==> src/rtl/csws_pkg.sv <==
// Shared widths, types and operation codes for the byte stack with search.
`timescale 1ns / 1ps
package csws_pkg;
	localparam int StackDepth  = 32;
	localparam int AddrW       = $clog2(StackDepth);
	localparam int CountW      = $clog2(StackDepth + 1);
	localparam int OpW         = 3;
	localparam int ByteW       = 8;
	localparam int EntryCountW = 6;
	localparam int ErrW        = 2;

	typedef logic [OpW-1:0]         op_t;
	typedef logic [ByteW-1:0]       byte_t;
	typedef logic [EntryCountW-1:0] entry_count_t;
	typedef logic [ErrW-1:0]        err_t;
	typedef logic [CountW-1:0]      count_t;
	typedef logic [AddrW-1:0]       addr_t;

	localparam op_t OP_PUSH  = 3'd0;
	localparam op_t OP_POP   = 3'd1;
	localparam op_t OP_QUERY = 3'd2;
	localparam op_t OP_SPLIT = 3'd3;
	localparam op_t OP_DUMP  = 3'd4;

	localparam err_t ERR_NONE      = 2'd0;
	localparam err_t ERR_OVERFLOW  = 2'd1;
	localparam err_t ERR_UNDERFLOW = 2'd2;
endpackage

==> src/rtl/csws_cmd_if.sv <==
// Command channel: operation and byte operand, valid/ready handshake.
`timescale 1ns / 1ps
interface csws_cmd_if;
	logic           valid;
	logic           ready;
	csws_pkg::op_t  operation;
	csws_pkg::byte_t byte_value;

	modport source (output valid, output operation, output byte_value, input ready);
	modport sink   (input valid, input operation, input byte_value, output ready);
endinterface

==> src/rtl/csws_rsp_if.sv <==
// Result channel: popped/dumped byte plus stack status, valid/ready handshake.
`timescale 1ns / 1ps
interface csws_rsp_if;
	logic                   valid;
	logic                   ready;
	csws_pkg::byte_t        data_byte;
	logic                   data_valid;
	csws_pkg::byte_t        top_byte;
	logic                   top_valid;
	csws_pkg::byte_t        second_byte;
	logic                   second_valid;
	csws_pkg::entry_count_t entry_count;
	logic                   key_found;
	csws_pkg::err_t         error_code;
	logic                   last_result;

	modport source (output valid, output data_byte, output data_valid, output top_byte,
		output top_valid, output second_byte, output second_valid, output entry_count,
		output key_found, output error_code, output last_result, input ready);
	modport sink   (input valid, input data_byte, input data_valid, input top_byte,
		input top_valid, input second_byte, input second_valid, input entry_count,
		input key_found, input error_code, input last_result, output ready);
endinterface

==> src/rtl/char_stack_with_search_split.sv <==
// Bounded byte stack with push, pop, key search, split at separator and dump.
// Push and unknown codes hand over a single beat; every command reads the top and
//   second entries for its status, and pop and dump then read each entry to emit.
//   Query compares every stored entry; split inspects entries from the top down.
// Split and dump emit their beats in turn, each held until rsp.ready is high; all work
//   goes through the single read port of the entry memory, one read per cycle.
// A new command is accepted the cycle after the last beat of the previous one.
// Reset clears the entry count and sequencer; the entry memory is not cleared.
`timescale 1ns / 1ps
module char_stack_with_search_split (
	input logic         clk,
	input logic         arst_n,
	csws_cmd_if.sink    cmd,
	csws_rsp_if.source  rsp
);
	localparam logic [3:0] S_IDLE    = 4'd0;
	localparam logic [3:0] S_QRY_RD  = 4'd1;
	localparam logic [3:0] S_QRY_CMP = 4'd2;
	localparam logic [3:0] S_SPL_RD  = 4'd3;
	localparam logic [3:0] S_SPL_CMP = 4'd4;
	localparam logic [3:0] S_TOP_RD  = 4'd5;
	localparam logic [3:0] S_SEC_RD  = 4'd6;
	localparam logic [3:0] S_SEC_CAP = 4'd7;
	localparam logic [3:0] S_EM_RD   = 4'd8;
	localparam logic [3:0] S_EM_LD   = 4'd9;
	localparam logic [3:0] S_OUT     = 4'd10;

	localparam csws_pkg::count_t FullCount = csws_pkg::CountW'(csws_pkg::StackDepth);
	localparam csws_pkg::count_t One       = csws_pkg::CountW'(1);
	localparam csws_pkg::count_t Two       = csws_pkg::CountW'(2);

	logic [3:0]          state_q;
	csws_pkg::count_t    cnt_q;
	csws_pkg::count_t    ptr_q;
	csws_pkg::count_t    em_ptr_q;
	csws_pkg::op_t       op_q;
	csws_pkg::byte_t     key_q;
	logic                has_data_q;
	logic                found_q;
	csws_pkg::err_t      err_q;
	logic                last_q;
	csws_pkg::byte_t     data_q;
	csws_pkg::byte_t     top_q;
	csws_pkg::byte_t     second_q;

	csws_pkg::byte_t     stack_mem [csws_pkg::StackDepth];
	csws_pkg::byte_t     rd_data_q;
	csws_pkg::count_t    rd_ptr;
	logic                wr_en;

	csws_pkg::count_t    em_next;
	csws_pkg::count_t    em_lo;

	assign em_next = em_ptr_q - One;
	assign em_lo   = (op_q == csws_pkg::OP_DUMP) ? '0 : cnt_q;
	assign wr_en   = (state_q == S_IDLE) && cmd.valid &&
		(cmd.operation == csws_pkg::OP_PUSH) && (cnt_q != FullCount);

	// Read address of the single memory port, chosen by the sequencer step.
	always_comb begin
		unique case (state_q)
			S_QRY_RD: rd_ptr = ptr_q;
			S_SPL_RD: rd_ptr = ptr_q - One;
			S_TOP_RD: rd_ptr = cnt_q - One;
			S_SEC_RD: rd_ptr = cnt_q - Two;
			S_EM_RD:  rd_ptr = em_next;
			default:  rd_ptr = '0;
		endcase
	end

	always_ff @(posedge clk) begin
		if (wr_en) begin
			stack_mem[cnt_q[csws_pkg::AddrW-1:0]] <= cmd.byte_value;
		end
		rd_data_q <= stack_mem[rd_ptr[csws_pkg::AddrW-1:0]];
	end

	always_ff @(posedge clk or negedge arst_n) begin
		if (!arst_n) begin
			state_q    <= S_IDLE;
			cnt_q      <= '0;
			ptr_q      <= '0;
			em_ptr_q   <= '0;
			has_data_q <= 1'b0;
			found_q    <= 1'b0;
			err_q      <= csws_pkg::ERR_NONE;
			last_q     <= 1'b0;
		end else begin
			unique case (state_q)
				S_IDLE: begin
					if (cmd.valid) begin
						op_q       <= cmd.operation;
						key_q      <= cmd.byte_value;
						found_q    <= 1'b0;
						err_q      <= csws_pkg::ERR_NONE;
						has_data_q <= 1'b0;
						em_ptr_q   <= cnt_q;
						ptr_q      <= '0;
						state_q    <= S_TOP_RD;
						case (cmd.operation)
							csws_pkg::OP_PUSH: begin
								if (cnt_q == FullCount) begin
									err_q <= csws_pkg::ERR_OVERFLOW;
								end else begin
									cnt_q <= cnt_q + One;
								end
							end
							csws_pkg::OP_POP: begin
								if (cnt_q == '0) begin
									err_q <= csws_pkg::ERR_UNDERFLOW;
								end else begin
									cnt_q      <= cnt_q - One;
									has_data_q <= 1'b1;
								end
							end
							csws_pkg::OP_QUERY: begin
								if (cnt_q != '0) begin
									state_q <= S_QRY_RD;
								end
							end
							csws_pkg::OP_SPLIT: begin
								ptr_q <= cnt_q;
								if (cnt_q != '0) begin
									state_q <= S_SPL_RD;
								end
							end
							csws_pkg::OP_DUMP: begin
								has_data_q <= (cnt_q != '0);
							end
							default: begin
							end
						endcase
					end
				end
				S_QRY_RD: state_q <= S_QRY_CMP;
				S_QRY_CMP: begin
					if (rd_data_q == key_q) begin
						found_q <= 1'b1;
					end
					ptr_q   <= ptr_q + One;
					state_q <= (ptr_q + One == cnt_q) ? S_TOP_RD : S_QRY_RD;
				end
				S_SPL_RD: state_q <= S_SPL_CMP;
				S_SPL_CMP: begin
					// Stop at the separator, leaving it on the stack, or at the bottom.
					if (rd_data_q == key_q) begin
						cnt_q      <= ptr_q;
						has_data_q <= (ptr_q != em_ptr_q);
						state_q    <= S_TOP_RD;
					end else if (ptr_q == One) begin
						cnt_q      <= '0;
						has_data_q <= 1'b1;
						state_q    <= S_TOP_RD;
					end else begin
						ptr_q   <= ptr_q - One;
						state_q <= S_SPL_RD;
					end
				end
				S_TOP_RD: state_q <= S_SEC_RD;
				S_SEC_RD: begin
					top_q   <= (cnt_q >= One) ? rd_data_q : '0;
					state_q <= S_SEC_CAP;
				end
				S_SEC_CAP: begin
					second_q <= (cnt_q >= Two) ? rd_data_q : '0;
					if (has_data_q) begin
						state_q <= S_EM_RD;
					end else begin
						data_q  <= '0;
						last_q  <= 1'b1;
						state_q <= S_OUT;
					end
				end
				S_EM_RD: state_q <= S_EM_LD;
				S_EM_LD: begin
					data_q   <= rd_data_q;
					last_q   <= (em_next == em_lo);
					em_ptr_q <= em_next;
					state_q  <= S_OUT;
				end
				S_OUT: begin
					if (rsp.ready) begin
						state_q <= last_q ? S_IDLE : S_EM_RD;
					end
				end
				default: state_q <= S_IDLE;
			endcase
		end
	end

	assign cmd.ready        = (state_q == S_IDLE);
	assign rsp.valid        = (state_q == S_OUT);
	assign rsp.data_byte    = data_q;
	assign rsp.data_valid   = has_data_q;
	assign rsp.top_byte     = top_q;
	assign rsp.top_valid    = (cnt_q >= One);
	assign rsp.second_byte  = second_q;
	assign rsp.second_valid = (cnt_q >= Two);
	assign rsp.entry_count  = csws_pkg::EntryCountW'(cnt_q);
	assign rsp.key_found    = found_q;
	assign rsp.error_code   = err_q;
	assign rsp.last_result  = last_q;
endmodule

==> src/flat_wrapper.sv <==
// flat-port wrapper written by rule: the top's interface ports become plain ports
module char_stack_with_search_split_flat 
  (clk, arst_n, cmd_valid, cmd_operation, cmd_byte_value, cmd_ready, rsp_valid, rsp_data_byte, rsp_data_valid, rsp_top_byte, rsp_top_valid, rsp_second_byte, rsp_second_valid, rsp_entry_count, rsp_key_found, rsp_error_code, rsp_last_result, rsp_ready);
  csws_cmd_if cmd_i ();
  csws_rsp_if rsp_i ();
  input logic clk;
  input logic arst_n;
  input wire logic [$bits(cmd_i.valid)-1:0] cmd_valid;
  input wire logic [$bits(cmd_i.operation)-1:0] cmd_operation;
  input wire logic [$bits(cmd_i.byte_value)-1:0] cmd_byte_value;
  output wire logic [$bits(cmd_i.ready)-1:0] cmd_ready;
  output wire logic [$bits(rsp_i.valid)-1:0] rsp_valid;
  output wire logic [$bits(rsp_i.data_byte)-1:0] rsp_data_byte;
  output wire logic [$bits(rsp_i.data_valid)-1:0] rsp_data_valid;
  output wire logic [$bits(rsp_i.top_byte)-1:0] rsp_top_byte;
  output wire logic [$bits(rsp_i.top_valid)-1:0] rsp_top_valid;
  output wire logic [$bits(rsp_i.second_byte)-1:0] rsp_second_byte;
  output wire logic [$bits(rsp_i.second_valid)-1:0] rsp_second_valid;
  output wire logic [$bits(rsp_i.entry_count)-1:0] rsp_entry_count;
  output wire logic [$bits(rsp_i.key_found)-1:0] rsp_key_found;
  output wire logic [$bits(rsp_i.error_code)-1:0] rsp_error_code;
  output wire logic [$bits(rsp_i.last_result)-1:0] rsp_last_result;
  input wire logic [$bits(rsp_i.ready)-1:0] rsp_ready;
  assign cmd_i.valid = cmd_valid;
  assign cmd_i.operation = cmd_operation;
  assign cmd_i.byte_value = cmd_byte_value;
  assign cmd_ready = cmd_i.ready;
  assign rsp_valid = rsp_i.valid;
  assign rsp_data_byte = rsp_i.data_byte;
  assign rsp_data_valid = rsp_i.data_valid;
  assign rsp_top_byte = rsp_i.top_byte;
  assign rsp_top_valid = rsp_i.top_valid;
  assign rsp_second_byte = rsp_i.second_byte;
  assign rsp_second_valid = rsp_i.second_valid;
  assign rsp_entry_count = rsp_i.entry_count;
  assign rsp_key_found = rsp_i.key_found;
  assign rsp_error_code = rsp_i.error_code;
  assign rsp_last_result = rsp_i.last_result;
  assign rsp_i.ready = rsp_ready;
  char_stack_with_search_split u_core (.clk(clk), .arst_n(arst_n), .cmd(cmd_i), .rsp(rsp_i));
endmodule
==> config.mk <==
export PLATFORM = sky130hd
export DESIGN_NAME = char_stack_with_search_split_flat
export DESIGN_NICKNAME = d
export VERILOG_FILES = /design/src/rtl/csws_pkg.sv /design/src/rtl/csws_cmd_if.sv /design/src/rtl/csws_rsp_if.sv /design/src/rtl/char_stack_with_search_split.sv /design/src/flat_wrapper.sv
export SDC_FILE = /design/constraint.sdc
export NUM_CORES = 1
export LEC_CHECK = 0
export BUFFER_PORTS_ARGS = -buffer_cell sky130_fd_sc_hd__buf_4
export CORE_MARGIN = 1.5
export CORE_UTILIZATION = 54
export CTS_BUF_LIST = sky130_fd_sc_hd__clkbuf_4
export DETAILED_ROUTE_END_ITERATION = 7
export MAX_ROUTING_LAYER = met4
export PLACE_DENSITY = 0.71
export SETUP_SLACK_MARGIN = 0.15
export SLEW_MARGIN = 20
export SYNTH_ARGS = -nofsm -noshare
export SYNTH_HDL_FRONTEND = slang
export SYNTH_SLANG_ARGS = --single-unit
==> constraint.sdc <==
create_clock -name clk -period 8.9 [get_ports clk]
set_input_delay 2.225 -clock clk [delete_from_list [all_inputs] [get_ports clk]]
set_output_delay 2.225 -clock clk [all_outputs]
set_load 0.05 [all_outputs]
# ---- After elaboration in Yosys (flattened, before gate mapping)
# Memories as Yosys holds them, arrays and structs flattened. A register that Yosys moved wholly into a read port is not among the register bits.
# Index checks and enable logic that the tools add are counted.
dict set report totals {
  inputBits 15
  wordCells 123
  n_memories 1
  out_inout_bits 39
  reg_bits 62
  mem_bits_rw 256
}
# memory depth word_bits read_ports rd_ports_with_merged_regs wr line_no
set mem_list {}
lappend mem_list {u_core.stack_mem 32 8 1 1 1 char_stack_with_search_split.sv:46} ;# csws_pkg::byte_t stack_mem [csws_pkg::StackDepth];
dict set report op_classes {
  muxes 45
  addsub 6
  n_eq_ne 32
  magnitude_cmp 2
  reduce_logical 24
}
# op count
set ops {}
lappend ops {{$mux W6} 11}
lappend ops {{$pmux W4 S11} 1}
lappend ops {{$pmux W6 S2} 3}
lappend ops {{$pmux W5 S5} 1}
lappend ops {{$pmux W6 S3} 1}
lappend ops {{$sub A6 B1 Y6 const B} 3}
lappend ops {{$eq A4 B3 Y1 const B} 4}
lappend ops {{$mux W4} 4}
lappend ops {{$pmux W8 S2} 1}
lappend ops {{$add A6 B1 Y6 const B} 2}
lappend ops {{$eq A4 B4 Y1 const B} 3}
lappend ops {{$eq A6 B6 Y1} 2}
lappend ops {{$mux W3} 4}
lappend ops {{$reduce_and A2 Y1} 6}
lappend ops {{$reduce_and A3 Y1} 4}
lappend ops {{$mux W1} 10}
lappend ops {{$eq A4 B2 Y1 const B} 2}
lappend ops {{$eq A8 B8 Y1} 1}
lappend ops {{$mux W8} 1}
lappend ops {{$ne A2 B2 Y1 const B} 4}
lappend ops {{$pmux W1 S2} 4}
lappend ops {{$pmux W4 S2} 1}
lappend ops {{$reduce_bool A2 Y1} 4}
lappend ops {{$eq A3 B2 Y1 const B} 2}
lappend ops {{other kinds (23)} 30}

# ---- Longest topological paths before layout
# Gate-level depths: netlist of run 1.
dict set report logic_depth {
  depth_word 6
  ltp_mapped 13
  ltp_nobuf 9
}

# ---- Worst setup path before layout of run 1
# OpenSTA, ideal clock, no wires.
dict set report synth_path {
  kind {register to output}
  start {register u_core.cnt_q[1] (netlist: u_core.rsp.entry_count[1])}
  end {output rsp_top_valid}
  arrival_time_ps 2009
  slack_ps 4666
  required_time_ps 6675
  path_stages_with_launch 6
  cell_sequence {dfrtp_1 -> clkbuf_1 -> inv_1 -> ha_1 -> nor3b_1 -> nand2_1}
}
dict set report synth_via {
  elab_chain_cells 1
}
# item line_no
set synth_lines {}
lappend synth_lines {{start: declaration} char_stack_with_search_split.sv:33} ;# csws_pkg::count_t cnt_q;
lappend synth_lines {{start signal: assignment} char_stack_with_search_split.sv:105} ;# cnt_q <= cnt_q + One;
lappend synth_lines {{start signal: assignment} char_stack_with_search_split.sv:112} ;# cnt_q <= cnt_q - One;
lappend synth_lines {{start signal: assignment} char_stack_with_search_split.sv:147} ;# cnt_q <= ptr_q;
lappend synth_lines {{$ge A6 B1 Y1} char_stack_with_search_split.sv:196} ;# assign rsp.top_valid = (cnt_q >= One);
lappend synth_lines {{end: declaration} flat_wrapper.sv:16} ;# output wire logic [$bits(rsp_i.top_valid)-1:0] rsp_top_valid;
# Every way passes these cells.

# ---- Worst setup path in the final report of run 1
# Same ends and word-level chain as after synthesis.

==> run summary, run 1 <==
Pleak - 5.81 nW
Sum Neg Setup Slack - 0 ns
final setup fails - 0
wire length per cell - 23.7 µm
area of the core - 26800 µm²
vias in the first global route - 9902
Final Instance Area - 16300 µm²
worst slack at placement - 4.10 ns
crit path cell chain - inv_1 -> ha_1 -> nor3b_1 -> nand2_1 -> buf_4
Routed WL - 38400 µm
CTS Buf Count - 83
fin. max-slew vios - 0
First-pass DRT Iterations - 8
fmax - 0.196 GHz
R2R setup slack - 4.34 ns
Detailed Route Iter0 Violations - 1424
Crit. End Element - output port
largest net degree at the start of global routing - 64
die width - 168 µm
Placed Cells - 1468
hold crit path type - register to register
count of antenna-violating nets left after detailed routing - 0
Critical path buffers and inverters - 2
final worst slack - 3.79 ns
Clk Latency, worst-skew pair - 0.72 ns
unrepaired setup endpoints after global routing - no
Fillers - 2147
Max-slew headroom - 40.4%
dpl hpwl - 24000 µm
hold_sp - u_core.rsp.key_found
Slew @ Worst Pin - 0.891 ns
status - finished, final reports clean
crit path time final - 5.11 ns
EDFF count, synth - 291
hold path endpoint - u_core.rsp.key_found
I/O pins - 54
peak supply drop - 177 µV
hold violation total from the final report - 0
Reg2Reg Depth - 9
cell row count - 60
post-CTS sizing - 0
residual DRC count - 0
total power - 5.81 mW
Req. time, crit path - 6.68 ns
GRT Util Overall - 28.9%
routability cong. - 0.920
clock skew - 0.0696 ns
nets - 1239
Post-Syn Instances - 1139
Post-CTS Setup Inserts - 0
routed via count - 10.3k
Syn Area/Cell - 12.8 µm²
crit start category - register
Post-Route Utilization - 60.9%
Seq/Total Area, Yosys - 65.5%
critical path's top delay family - simple AND/OR/NAND/NOR gates
clk sinks - 326
most frequent cells in the layout - edfxtp_1, nand2_1, clkbuf_4
post-synthesis register bit count - 326
GRT Residual Overflow - 0
worst hold slack - 0.513 ns
crit path max fanout - 14
clock buffer depth - 3
first-pass GRT wire length - 58900 µm
Die Y - 168 µm
initial core utilization - 54.6%
slowest CP cell - dfrtp_1
DIE AREA - 28100 µm²
worst hold stages - 2
Root Driver - clkbuf_4
Worst Path Arrival - 2.88 ns
max_cap viols - 0
most common cell after layout, fill and taps aside - edfxtp_1
Syn-to-layout area delta - 11.6%
Worst path depth - 5
Via density - 6.33
reg-to-reg startpoint - u_core.state_q[2]
hold buffers post-CTS - 0
area post-placement - 15200 µm²
CP Class - register to output port
power per standard cell area - 356 nW/µm²
Post-Syn Nets - 1166
Port Buffer Count - 53
capturing point of the worst reg2reg path - u_core.rd_data_q[6]
Syn Std Cell Area - 14600 µm²
CP peak stage delay - 0.58 ns
H-tree depth - 3
Post-synth top flop - edfxtp_1
Syn. warnings - 0
Final period util - 57.4%
Worst-path clk slew - 0.06 ns
Synth cell types - 68
CTS tree - done
initial antenna violation count - 1
non-filler instance count after layout - 1621
share of cells above drive strength 1 - 17.3%
Async SR Flop Fraction - 8.28%
==> layout make-up <==
type	instances	area [µm²]	share of cell area, %
Timing Repair Buffer	65	488	2.99
Sequential cell	326	9570	58.7
Inverter	51	191	1.17
Multi-Input combinational cell	685	4520	27.7
Clock inverter	35	239	1.46
Clock buffer	117	878	5.38
Antenna cell	1	2.50	0.0153
Tap cell	341	427	2.62
==> worst max path at each step <==
stage                     slack (ns)                      start                      to
after floorplan                 4.67  u_core.rsp.entry_count[1]           rsp_top_valid
after global placement          4.20           cmd_operation[1]  u_core.stack_mem[3][2]
after detailed placement        4.10           cmd_operation[1]  u_core.stack_mem[3][2]
after CTS                       3.83  u_core.rsp.entry_count[1]           rsp_top_valid
after global routing            3.68  u_core.rsp.entry_count[1]           rsp_top_valid
final                           3.79  u_core.rsp.entry_count[1]           rsp_top_valid
==> state kept, by name (all words and copies together), names as in the netlist <==
signal / cells
u_core.em_ptr_q: 6
u_core.key_q: 8
u_core.op_q: 3
u_core.ptr_q: 6
u_core.rd_data_q: 8
u_core.rsp.data_byte: 8
u_core.rsp.data_valid: 1
u_core.rsp.entry_count: 6
u_core.rsp.error_code: 2
u_core.rsp.key_found: 1
u_core.rsp.last_result: 1
u_core.rsp.second_byte: 8
u_core.rsp.top_byte: 8
u_core.stack_mem: 256
u_core.state_q: 4
==> report_power, final <==
group / switching (mW) / internal [mW] / total, mW / leakage (nW)
clock: 0.615 / 0.704 / 1.32 / 0.659
combinational: 1.62 / 0.876 / 2.50 / 2.11
sequential: 0.214 / 1.78 / 1.99 / 3.04
==> per-layer routing <==
metal	global-route usage, %	share of wire (%)	up-vias
met5	-	0	-
met4	11.2	2.5	0
met3	5.72	10	77
met2	44.6	47	617
met1	37.9	40	5003
li1	-	-	4560
==> synthesized netlist by cell type, types with 8 or more instances <==
cell      number  area share [%]
o21ai_1       18            0.62
nand3_1       23            0.79
nand3b_1      10            0.51
a211oi_1      39             2.0
a31oi_1       38             1.6
clkbuf_1      36            0.92
a22oi_1       16            0.82
inv_1         50             1.3
nor3_1        16            0.55
xor2_1         9            0.54
ha_1          12             1.0
nor3b_1        8            0.41
a311oi_1      43             2.6
and2_1        26             1.1
a22o_1         8            0.48
edfxtp_1     291              60
a21oi_1       18            0.62
nor2_1        63             1.6
dfrtp_1       27             4.6
dfxtp_1        8             1.1
xnor2_1       32             1.9
o21ai_0       28            0.96
and3_1        11            0.47
buf_2         28            0.96
mux2i_1       34             2.3
nand2_1      137             3.5
==> cells by family (layout without fill, tap and decap cells) <==
group | Yosys count | in the layout | synth area share [%]
other | 0 | 1 | 0
AO/OA/AOI/OAI | 260 | 260 | 12.9
multiplexers | 43 | 43 | 3.48
flip-flops | 326 | 326 | 65.5
adder cells (fa/ha/maj) | 12 | 12 | 1.03
XOR/XNOR | 42 | 42 | 2.61
AND/OR/NAND/NOR | 328 | 328 | 10.6
buffers and inverters | 128 | 268 | 3.96
==> worst min-delay path: cells and delay by family, from the launching register on <==
| kind | cells | cell delay (ns) |
|---|---|---|
| flip-flops | 1 | 0.35 |
| AO/OA/AOI/OAI | 1 | 0.05 |
| AND/OR/NAND/NOR | 1 | 0.07 |
(Power assumes the default switching activity.)
==> inputs of run 2 (changes only) <==
--- a/config.mk
+++ b/config.mk
@@ -11,7 +11,7 @@
 export CTS_BUF_LIST = sky130_fd_sc_hd__clkbuf_4
 export DETAILED_ROUTE_END_ITERATION = 7
 export MAX_ROUTING_LAYER = met4
-export PLACE_DENSITY = 0.71
+export PLACE_DENSITY = 0.74
 export SETUP_SLACK_MARGIN = 0.15
 export SLEW_MARGIN = 20
 export SYNTH_ARGS = -nofsm -noshare
==> constraint.sdc (replaced) <==
create_clock -name clk -period 4.1 [get_ports clk]
set_input_delay 1.025 -clock clk [delete_from_list [all_inputs] [get_ports clk]]
set_output_delay 1.025 -clock clk [all_outputs]
set_load 0.05 [all_outputs]
==> run 2 against run 1 <==
Net effect:
- global-route usage fell by 0.70 points
- clock skew rose by 0.012 ns
- clock power rose by 96%
- die area did not move
- via count rose by 0.31%
- total power rose by 120%
- highest routed layer unchanged
- worst hold slack got worse by 0.29 ns
- final cell count rose by 0.43%
- first-iteration DRC count fell by 12%
- largest cell class unchanged
- clock-buffer cell count fell by 2
==> run summary, run 2 (synthesis gave the netlist of run 1 again) <==
peak supply drop - 457 µV (was 177 µV)
cell row count - 60 (unchanged)
residual DRC count - 0 (unchanged)
Fillers - 2040 (was 2147)
hold violation total from the final report - 0 (unchanged)
Slew @ Worst Pin - 0.869 ns (was 0.891 ns)
Worst Path Arrival - 2.71 ns (was 2.88 ns)
area of the core - 26800 µm² (unchanged)
Port Buffer Count - 53 (unchanged)
unrepaired setup endpoints after global routing - no (unchanged)
area post-placement - 15400 µm² (was 15200 µm²)
most common cell after layout, fill and taps aside - edfxtp_1 (unchanged)
H-tree depth - 3 (unchanged)
crit path max fanout - 12 (was 14)
clk sinks - 326 (unchanged)
share of cells above drive strength 1 - 18.0% (was 17.3%)
fmax - 0.267 GHz
max_cap viols - 0 (unchanged)
Worst-path clk slew - 0.07 ns (was 0.06 ns)
Clk Latency, worst-skew pair - 0.73 ns (was 0.72 ns)
crit path time final - 3.74 ns
Max-slew headroom - 41.9% (was 40.4%)
wire length per cell - 23.4 µm (was 23.7 µm)
most frequent cells in the layout - edfxtp_1, nand2_1, clkbuf_4 (unchanged)
Root Driver - clkbuf_4 (unchanged)
GRT Util Overall - 28.2% (was 28.9%)
vias in the first global route - 10.1k (was 9902)
non-filler instance count after layout - 1628 (was 1621)
worst hold slack - 0.227 ns (was 0.513 ns)
initial core utilization - 54.6% (unchanged)
Crit. End Element - output port (unchanged)
count of antenna-violating nets left after detailed routing - 0 (unchanged)
Post-CTS Setup Inserts - 0 (unchanged)
CTS tree - done (unchanged)
CTS Buf Count - 79 (was 83)
nets - 1253 (was 1239)
max reg flops - 256 (unchanged)
register area - 9570 µm² (unchanged)
die width - 168 µm (unchanged)
first-pass GRT wire length - 58000 µm (was 58900 µm)
routability cong. - 0.973 (was 0.920)
power per standard cell area - 767 nW/µm² (was 356 nW/µm²)
dpl hpwl - 24400 µm (was 24000 µm)
CP Class - register to output port (unchanged)
largest net degree at the start of global routing - 77 (was 64)
fin. max-slew vios - 0 (unchanged)
initial antenna violation count - 1 (unchanged)
final setup fails - 0 (unchanged)
Multi-input gate area - 4510 µm² (was 4520 µm²)
hold crit path type - input pin to async pin (was register to register)
First-pass DRT Iterations - 5 (was 8)
Routed WL - 38100 µm (was 38400 µm)
status - finished, final reports clean (unchanged)
clock buffer depth - 3 (unchanged)
GRT Residual Overflow - 0 (unchanged)
Via density - 6.32 (was 6.33)
Pleak - 5.84 nW (was 5.81 nW)
I/O pins - 54 (unchanged)
Die Y - 168 µm (unchanged)
Syn-to-layout area delta - 11.9% (was 11.6%)
Req. time, crit path - 3.07 ns (was 6.68 ns)
Final Instance Area - 16400 µm² (was 16300 µm²)
Detailed Route Iter0 Violations - 1254 (was 1424)
crit start category - register (unchanged)
Sum Neg Setup Slack - 0 ns (unchanged)
Placed Cells - 1486 (was 1468)
Final period util - 91.2%
routed via count - 10.3k (about the same)
DIE AREA - 28100 µm² (unchanged)
clock skew - 0.0816 ns (was 0.0696 ns)
run 2: worst max-delay path: stages (launching register included):
cell and delay [ns]:
dfrtp_1 0.54, inv_1 0.26, ha_1 0.25, nor3b_1 0.42, nand2_2 0.26, buf_4 0.26
run 2: layer usage:
layer  up-vias  global-route usage [%]  routed length (µm)  share of wire (%)
li1       4555                       -                   -                  -
met1      4910                    36.2               14900                 39
met2       716                    44.0               17900                 47
met3       108                    5.37                3860                 10
met4         0                    12.3                1350                3.5
met5         -                       -                   0                  0
run 2: timing repair:
action                     CTS  global route
gates resized for setup      0             1
setup endpoints to repair    0             1
hold buffers                 0             0
run 2: through the flow:
step | power (mW) | setup slack (ns) | utilization (%)
floorplan | 8.31 | 0.876 | -
global placement | 9.79 | 0.660 | 57.3
detailed placement | 9.87 | 0.623 | 57.3
CTS | 12.4 | 0.262 | 61.0
global route | 13.1 | 0.203 | 61.0
finish | 12.6 | 0.360 | 61.0
run 2: worst paths after layout:
kind / slack, ns / start / endpoint / cells after the start
worst max-delay path: 0.36 / u_core.rsp.entry_count[0] / rsp_top_valid / 5
worst min-delay path: 0.23 / arst_n / u_core.em_ptr_q[0] / 1
worst max register to register: 0.52 / u_core.state_q[2] / u_core.stack_mem[15][1] / 7
worst min register to register: 0.50 / u_core.rsp.key_found / u_core.rsp.key_found / 2
max in group asynchronous: 3.53 / arst_n / u_core.rsp.error_code[0] / 1
min in group clk: 0.50 / u_core.rsp.key_found / u_core.rsp.key_found / 2
run 2: power by group:
group	leakage (nW)	switching, mW	total [mW]	internal, mW
Combinational	2.22	3.77	5.82	2.05
Clock	0.585	1.28	2.59	1.31
Sequential	3.04	0.275	4.14	3.87
Total	5.84	5.33	12.6	7.22
run 2: cell type report:
class,instances,area share [%]
tap,341,2.61
clock inverter,26,0.795
inverter,51,1.17
multi-input combinational,685,27.6
antenna,1,0.0153
sequential,326,58.5
timing repair buffer,83,4.04
clock buffer,115,5.28
